`src/rtl/spv_pkg.sv`:
```
// ----------------------------------------------------------------------------
// spv_pkg: shared types and helpers for the 3x3 peak vote block
// Pixel column and result structs, window control bundle, min/max helpers.
// ----------------------------------------------------------------------------
package spv_pkg;

  localparam int unsigned PIX_W  = 8;
  localparam int unsigned CNT_W  = 2;
  localparam logic [CNT_W-1:0] COLS_FULL = 2'd2;
  localparam logic [PIX_W-1:0] VOTE_MAX  = 8'hFF;

  typedef logic [PIX_W-1:0] pixel_t;

  typedef struct packed {
    pixel_t top;
    pixel_t mid;
    pixel_t bottom;
  } column_t;

  typedef struct packed {
    logic shift;      // load a new column into the window
    logic row_start;  // column is the left padding column of a row
  } win_ctrl_t;

  typedef struct packed {
    pixel_t new_vote;
    logic   star_hit;
    pixel_t contrast;
  } result_t;

  function automatic pixel_t max8(input pixel_t a, input pixel_t b);
    max8 = (a > b) ? a : b;
  endfunction

  function automatic pixel_t min8(input pixel_t a, input pixel_t b);
    min8 = (a < b) ? a : b;
  endfunction

endpackage

```
`src/rtl/star_peak_vote_3x3.sv`:
```
// ----------------------------------------------------------------------------
// star_peak_vote_3x3: streaming 3x3 local-maximum detector with vote counting
// Input reg -> window + kernel -> result reg, one column/clock if unstalled.
// ----------------------------------------------------------------------------
// Usage: feed one pixel column (top/mid/bottom) per input transaction, with
// row_start high on the left padding column of each row. The block keeps the
// two previous columns; the window centre is the previous column's mid pixel.
// old_vote must carry the vote byte of that centre column (one to the left of
// the incoming column). The first two columns of a row produce no output
// transaction; each later column produces exactly one. Throughput is one
// column per clock, sustained while out_ready stays high. A column leaves the
// input register only when the result register is free or being emptied in
// the same cycle, even if that column gives no result; so while a result is
// held (out_valid high, out_ready low) the input register still takes one
// column, and in_ready then stays low until the result is taken. The result
// of an accepted column is written from the input register into the result
// register, which raises out_valid; a held result stalls it on the way.
// contrast_threshold is written through cfg_write_en / cfg_write_data and
// should only change when idle.
// ----------------------------------------------------------------------------
module star_peak_vote_3x3 (
  input  logic       clk,
  input  logic       rst,
  // input channel
  input  logic       in_valid,
  output logic       in_ready,
  input  logic [7:0] top_pixel,
  input  logic [7:0] mid_pixel,
  input  logic [7:0] bottom_pixel,
  input  logic [7:0] old_vote,
  input  logic       row_start,
  // output channel
  output logic       out_valid,
  input  logic       out_ready,
  output logic [7:0] new_vote,
  output logic       star_hit,
  output logic [7:0] contrast,
  // configuration
  input  logic       cfg_write_en,
  input  logic [7:0] cfg_write_data
);

  // input register stage
  logic              s1_valid;
  spv_pkg::column_t  s1_col;
  spv_pkg::pixel_t   s1_old_vote;
  logic              s1_row_start;
  logic              s1_go;      // s1 contents consumed this cycle
  logic              emit;       // s1 produces a result this cycle

  spv_pkg::pixel_t   threshold;
  spv_pkg::win_ctrl_t win_ctrl;
  spv_pkg::column_t  left_col, centre_col;
  logic              win_full;
  spv_pkg::result_t  kern_res;
  spv_pkg::result_t  out_res;

  assign s1_go    = s1_valid && (!out_valid || out_ready);
  assign in_ready = !s1_valid || s1_go;
  assign emit     = s1_go && !s1_row_start && win_full;

  always_ff @(posedge clk) begin
    if (rst) begin
      s1_valid <= 1'b0;
    end else if (in_ready) begin
      s1_valid <= in_valid;
    end
  end

  always_ff @(posedge clk) begin
    if (in_valid && in_ready) begin
      s1_col.top    <= top_pixel;
      s1_col.mid    <= mid_pixel;
      s1_col.bottom <= bottom_pixel;
      s1_old_vote   <= old_vote;
      s1_row_start  <= row_start;
    end
  end

  spv_top_regs u_regs (
    .clk            (clk),
    .rst            (rst),
    .cfg_write_en   (cfg_write_en),
    .cfg_write_data (cfg_write_data),
    .threshold      (threshold)
  );

  // window slides on every column that leaves the input register
  assign win_ctrl = '{shift: s1_go, row_start: s1_row_start};

  spv_window u_window (
    .clk        (clk),
    .rst        (rst),
    .ctrl       (win_ctrl),
    .col_in     (s1_col),
    .left_col   (left_col),
    .centre_col (centre_col),
    .full       (win_full)
  );

  spv_kernel u_kernel (
    .left_col   (left_col),
    .centre_col (centre_col),
    .right_col  (s1_col),
    .old_vote   (s1_old_vote),
    .threshold  (threshold),
    .result     (kern_res)
  );

  // result register
  always_ff @(posedge clk) begin
    if (rst) begin
      out_valid <= 1'b0;
    end else if (emit) begin
      out_valid <= 1'b1;
    end else if (out_ready) begin
      out_valid <= 1'b0;
    end
  end

  always_ff @(posedge clk) begin
    if (emit) begin
      out_res <= kern_res;
    end
  end

  assign new_vote = out_res.new_vote;
  assign star_hit = out_res.star_hit;
  assign contrast = out_res.contrast;

  // a hit always means contrast cleared the threshold
  a_hit_contrast: assert property (@(posedge clk) disable iff (rst)
    out_valid && star_hit |-> contrast > threshold)
    else $error("star_hit without contrast above threshold");

  // a hit never leaves the vote at zero
  a_hit_vote: assert property (@(posedge clk) disable iff (rst)
    out_valid && star_hit |-> new_vote != 8'd0)
    else $error("vote not incremented on hit");

  // a row start leaves the window one column deep
  a_row_restart: assert property (@(posedge clk) disable iff (rst)
    s1_go && s1_row_start |=> !win_full)
    else $error("window full right after row start");

  // a stalled input register keeps its column
  a_s1_hold: assert property (@(posedge clk) disable iff (rst)
    s1_valid && !s1_go |=> s1_valid && $stable(s1_col))
    else $error("input register lost data while stalled");

endmodule

```
`src/rtl/spv_window.sv`:
```
// ----------------------------------------------------------------------------
// spv_window: two-column history of the 3x3 window
// Holds the older (left) and newer (centre) column and the fill count.
// ----------------------------------------------------------------------------
module spv_window (
  input  logic               clk,
  input  logic               rst,
  input  spv_pkg::win_ctrl_t ctrl,
  input  spv_pkg::column_t   col_in,
  output spv_pkg::column_t   left_col,
  output spv_pkg::column_t   centre_col,
  output logic               full
);

  logic [spv_pkg::CNT_W-1:0] cols_seen;

  always_ff @(posedge clk) begin
    if (rst) begin
      left_col   <= '0;
      centre_col <= '0;
      cols_seen  <= '0;
    end else if (ctrl.shift) begin
      left_col   <= centre_col;
      centre_col <= col_in;
      if (ctrl.row_start) begin
        cols_seen <= spv_pkg::CNT_W'(1);
      end else if (cols_seen != spv_pkg::COLS_FULL) begin
        cols_seen <= cols_seen + spv_pkg::CNT_W'(1);
      end
    end
  end

  assign full = (cols_seen == spv_pkg::COLS_FULL);

endmodule

```
`src/rtl/spv_kernel.sv`:
```
// ----------------------------------------------------------------------------
// spv_kernel: 3x3 peak test, contrast and vote update
// Pure combinational; the window centre is the centre column's mid pixel.
// ----------------------------------------------------------------------------
module spv_kernel (
  input  spv_pkg::column_t left_col,
  input  spv_pkg::column_t centre_col,
  input  spv_pkg::column_t right_col,
  input  spv_pkg::pixel_t  old_vote,
  input  spv_pkg::pixel_t  threshold,
  output spv_pkg::result_t result
);

  spv_pkg::pixel_t left_max, left_min, right_max, right_min;
  spv_pkg::pixel_t win_max, nbr_min, centre;

  always_comb begin
    centre    = centre_col.mid;
    left_max  = spv_pkg::max8(spv_pkg::max8(left_col.top, left_col.mid), left_col.bottom);
    left_min  = spv_pkg::min8(spv_pkg::min8(left_col.top, left_col.mid), left_col.bottom);
    right_max = spv_pkg::max8(spv_pkg::max8(right_col.top, right_col.mid), right_col.bottom);
    right_min = spv_pkg::min8(spv_pkg::min8(right_col.top, right_col.mid), right_col.bottom);

    win_max  = spv_pkg::max8(spv_pkg::max8(left_max, right_max),
                             spv_pkg::max8(spv_pkg::max8(centre_col.top, centre_col.bottom),
                                           centre));
    // ring excludes the centre pixel itself
    nbr_min  = spv_pkg::min8(spv_pkg::min8(left_min, right_min),
                             spv_pkg::min8(centre_col.top, centre_col.bottom));

    result.contrast = (centre > nbr_min) ? (centre - nbr_min) : '0;
    result.star_hit = (centre == win_max) && (result.contrast > threshold);
    result.new_vote = (old_vote == spv_pkg::VOTE_MAX) ? old_vote
                    : old_vote + spv_pkg::pixel_t'(result.star_hit);
  end

endmodule

```
`src/rtl/spv_top_regs.sv`:
```
// ----------------------------------------------------------------------------
// spv_top_regs: configuration register for the contrast threshold
// Written with write enable, no read-back.
// ----------------------------------------------------------------------------
module spv_top_regs (
  input  logic            clk,
  input  logic            rst,
  input  logic            cfg_write_en,
  input  spv_pkg::pixel_t cfg_write_data,
  output spv_pkg::pixel_t threshold
);

  always_ff @(posedge clk) begin
    if (rst) begin
      threshold <= '0;
    end else if (cfg_write_en) begin
      threshold <= cfg_write_data;
    end
  end

endmodule
```
`config.mk`:
```
export PLATFORM = sky130hd
export DESIGN_NAME = star_peak_vote_3x3
export DESIGN_NICKNAME = d
export VERILOG_FILES = /design/src/rtl/spv_pkg.sv /design/src/rtl/star_peak_vote_3x3.sv /design/src/rtl/spv_window.sv /design/src/rtl/spv_kernel.sv /design/src/rtl/spv_top_regs.sv
export SDC_FILE = /design/constraint.sdc
export NUM_CORES = 1
export LEC_CHECK = 0
export BUFFER_PORTS_ARGS = -buffer_cell sky130_fd_sc_hd__buf_4
export CAP_MARGIN = 20
export CORE_ASPECT_RATIO = 0.7
export CORE_MARGIN = 3
export CORE_UTILIZATION = 34
export DETAILED_ROUTE_END_ITERATION = 16
export PLACE_DENSITY = 0.53
export SYNTH_ARGS = -nofsm -noshare
export SYNTH_HDL_FRONTEND = slang
export SYNTH_HIERARCHICAL = 1
export SYNTH_SLANG_ARGS = --single-unit
```
`constraint.sdc`:
```
create_clock -name clk -period 10.5 [get_ports clk]
set_input_delay 2.1 -clock clk [delete_from_list [all_inputs] [get_ports clk]]
set_output_delay 2.1 -clock clk [all_outputs]
set_load 0.01 [all_outputs]
```
==> run metrics <==
final wirelength=23.6 mm; ys flop type=dfxtp_1; Max transition margin=35.4%; post-synthesis mux area share=13.5%; initial antenna violation count=0; Ys Warns=6; die area=~27000 um2; Post-synth EDFFs=50; share of cells above drive strength 1=between 20 and 25%; most common cell after layout, fill and taps aside=buf_4; Switch Pwr=598 uW; area grow syn2layout=19.1%; Synth Area in XOR/XNOR=around 2.3%; Final Wtd Congestion=0.913; Rows=47; largest net degree at the start of global routing=just over 60; Clock Latency Late Sink=370 ps; Peak VDD IR=approximately 0.091 mV; GRT overflow=0; Period minus WS final=10040 ps; worst hold start=u_window/left_col[10]$_SDFFE_PP0P_; Pwr per Cell Area=156 nW/um2; crit-path max FO=11; Tot Pwr=1.59 mW; most frequent cells in the layout=125 x buf_4, 106 x ha_1, 90 x inv_1, 86 x nor2_1, 78 x mux2i_1; Reg2Reg Launch Point=s1_col[9]$_DFFE_PP_; clock slew at reported path FFs=80 ps; CTS H-Tree Depth=3; Sw Share=37.6%; sequential fraction of the synthesis area=31.5%; Arr. time, crit path=roughly 10000 ps; Synth Net Count=1067; Root Driver=clkbuf_16; ys async rst share=0%; Post-Synth Adder-Cell Area=approximately 16%; Mapped Cells=910; worst min-delay path category=reg2reg; GRT Resource Usage Total=about 17%; Non-Filler Instances=1346; cell area after synthesis=8570 um2; Slowest-stage cell, CP=o21ai_0; HPWL Detailed=between 15 and 20 mm; Logic pwr share=46.6%; Chip Width=196 um; Compound-Gate Fraction of Synth Area=roughly 17%; Core Util, Final=42.2%; P_int=991 uW; Vias=just under 7k; r2r endpoint=new_vote[6]$_DFFE_PP_; CORE AREA=between 20000 and 25000 um2; post-synth cell types=71; Data required, critical path=10630 ps; Setup WS post-layout=approximately 460 ps; Iter 0 DRT Violations=429; r2r setup slk=460 ps; CP startpoint=s1_col[9]$_DFFE_PP_; Die Y=139 um; drt first pass iters=5; Leakage=~4.6 nW; R2R depth=between 50 and 60; clock buffer count from CTS=9; Hold Buf Count CTS=0; CP Launch Type=register; max-cap violation count=0; RSZ-0062 raised after global routing=true; deepest clock path buffer count=2; setup tns final=0 ps; placed insts=1312; Initial Util=~35%; CTS tree=yes; CP Class=reg2reg; final hold vios=0; DP Worst Slack=-60.4 ps; post-synthesis simple-gate area fraction=12.4%; clock power share=22.2%; status=completed; Antenna diodes=0; final net count=1180; flops & latches, synth=110; fmax=between 0.09 and 0.1 GHz; first-pass GRT wire length=37.0 mm; vias in the first global route=6594; CP Capture Type=register; Post-route DRC=0; Vias per Instance=between 5 and 6; hold path depth=2; largest family of logic cells by synthesized area=compound AO/OA/AOI/OAI gates; fin crit share=between 90% and 100%; PortBufs=64; Slew Viols, Final=0; Top Ports=65; routed wire length per instance=17.5 um; hold-critical path endpoint=u_window/left_col[10]$_SDFFE_PP0P_; part of the power in registers=31.2%; Mapped Avg Cell Area=roughly 9.4 um2; post-route ant nets=0; total clock sinks=110; Slew @ Worst Pin=968 ps; delay of the slowest cell on the worst path=about 410 ps; Setup violations, final=0; Clock Skew=10.1 ps
-- critical path, delay by kind of cell, from the launching register on --
| family | cells | cell delay (ps) |
|---|---|---|
| AND/OR/NAND/NOR | 8 | 880 |
| flip-flops | 1 | 360 |
| multiplexers | 3 | 940 |
| adder cells (fa/ha/maj) | 8 | 2100 |
| AO/OA/AOI/OAI | 25 | 4400 |
| buffers and inverters | 8 | 1100 |
-- worst max-delay path by stage --
stage | end | cells past startpoint | slack (ps)
CTS | new_vote[6]$_DFFE_PP_ | 55 | 2
finish | new_vote[6]$_DFFE_PP_ | 52 | 460
floorplan | new_vote[6]$_DFFE_PP_ | 53 | 40
detailed placement | new_vote[6]$_DFFE_PP_ | 53 | -60
global placement | new_vote[6]$_DFFE_PP_ | 53 | 120
global route | new_vote[6]$_DFFE_PP_ | 55 | -80
-- power by group through the flow --
| stage | logic (mW) | clock network, mW | registers, mW |
|---|---|---|---|
| detailed placement | 0.671 | 0 | 0.506 |
| global placement | 0.673 | 0 | 0.506 |
| CTS | 0.678 | 0.366 | 0.496 |
| global route | 0.819 | 0.386 | 0.499 |
| finish | 0.740 | 0.353 | 0.496 |
| floorplan | 0.495 | 0 | 0.494 |
-- per-stage QoR --
step                area, um2  hold slack [ps]
CTS                      9920              506
global route            10200              538
floorplan                8570              460
detailed placement       9590              487
finish                  10200              501
global placement         9590              475
-- cells in the mapped netlist (3+ instances only) --
cell type	instances	area, um2
ha_1	110	1380
inv_1	91	342
nor2_1	89	334
mux2i_1	87	871
dfxtp_1	60	1200
nand2_1	54	203
edfxtp_1	50	1500
o21ai_0	50	250
a21oi_1	39	195
a21o_1	31	233
xnor2_1	16	140
mux2_2	15	169
nand4_1	15	93.8
o21a_1	15	113
nand3_1	12	60.1
clkbuf_1	11	41.3
nand2b_1	11	68.8
nor2b_1	10	62.6
o221ai_1	10	87.6
a211oi_1	9	67.6
o22ai_1	9	56.3
nor3_1	8	40.0
o211ai_1	8	60.1
and3_1	7	43.8
mux2_4	7	105
xor2_1	7	61.3
buf_2	6	30.0
buf_12	5	100
o21ba_2	5	50.1
a32o_1	4	40.0
o21ai_1	4	20.0
a21oi_2	3	26.3
a31oi_1	3	18.8
buf_6	3	33.8
-- final cells by class --
type	count	area, um2
Fill cell	2373	14000
Inverter	91	342
Timing Repair Buffer	128	966
Tap cell	318	398
Sequential cell	110	2700
Clock inverter	7	75.1
Clock buffer	9	225
Multi-Input combinational cell	683	5510
-- sequential cells by signal, indices dropped and copies added, names as in the netlist, 2 cells and up --
| register | count |
|---|---|
| s1_col | 24 |
| u_window/centre_col | 24 |
| u_window/left_col | 24 |
| contrast | 8 |
| new_vote | 8 |
| s1_old_vote | 8 |
| u_regs/threshold | 8 |
| u_window/cols_seen | 2 |
-- kinds of logic (layout without fill, tap and decap cells) --
kind of cell	Yosys count	in the layout
DFF	110	110
AOI/OAI and AO/OA	215	215
buffers and inverters	117	235
xor gates and xnor gates	23	23
adders and majority gates	112	112
muxes	110	110
and+or+nand+nor	223	223
-- layer usage --
metal | share of wire [%] | wire length, um | GRT usage [%]
met2 | 41 | 9590 | 24.0
met1 | 54 | 12800 | 27.3
met5 | 0 | 0 | 0
met4 | 1.3 | 301 | 3.71
met3 | 4.1 | 966 | 3.18
-- what timing repair did --
| action | 4_1_cts | 5_1_grt |
|---|---|---|
| cloned | 0 | 1 |
| endpoints found under the setup margin | 6 | 8 |
| setup buffers | 2 | 15 |
| resized for setup | 3 | 54 |
| pin swaps | 1 | 14 |
Power figures use the tool's default switching activity.
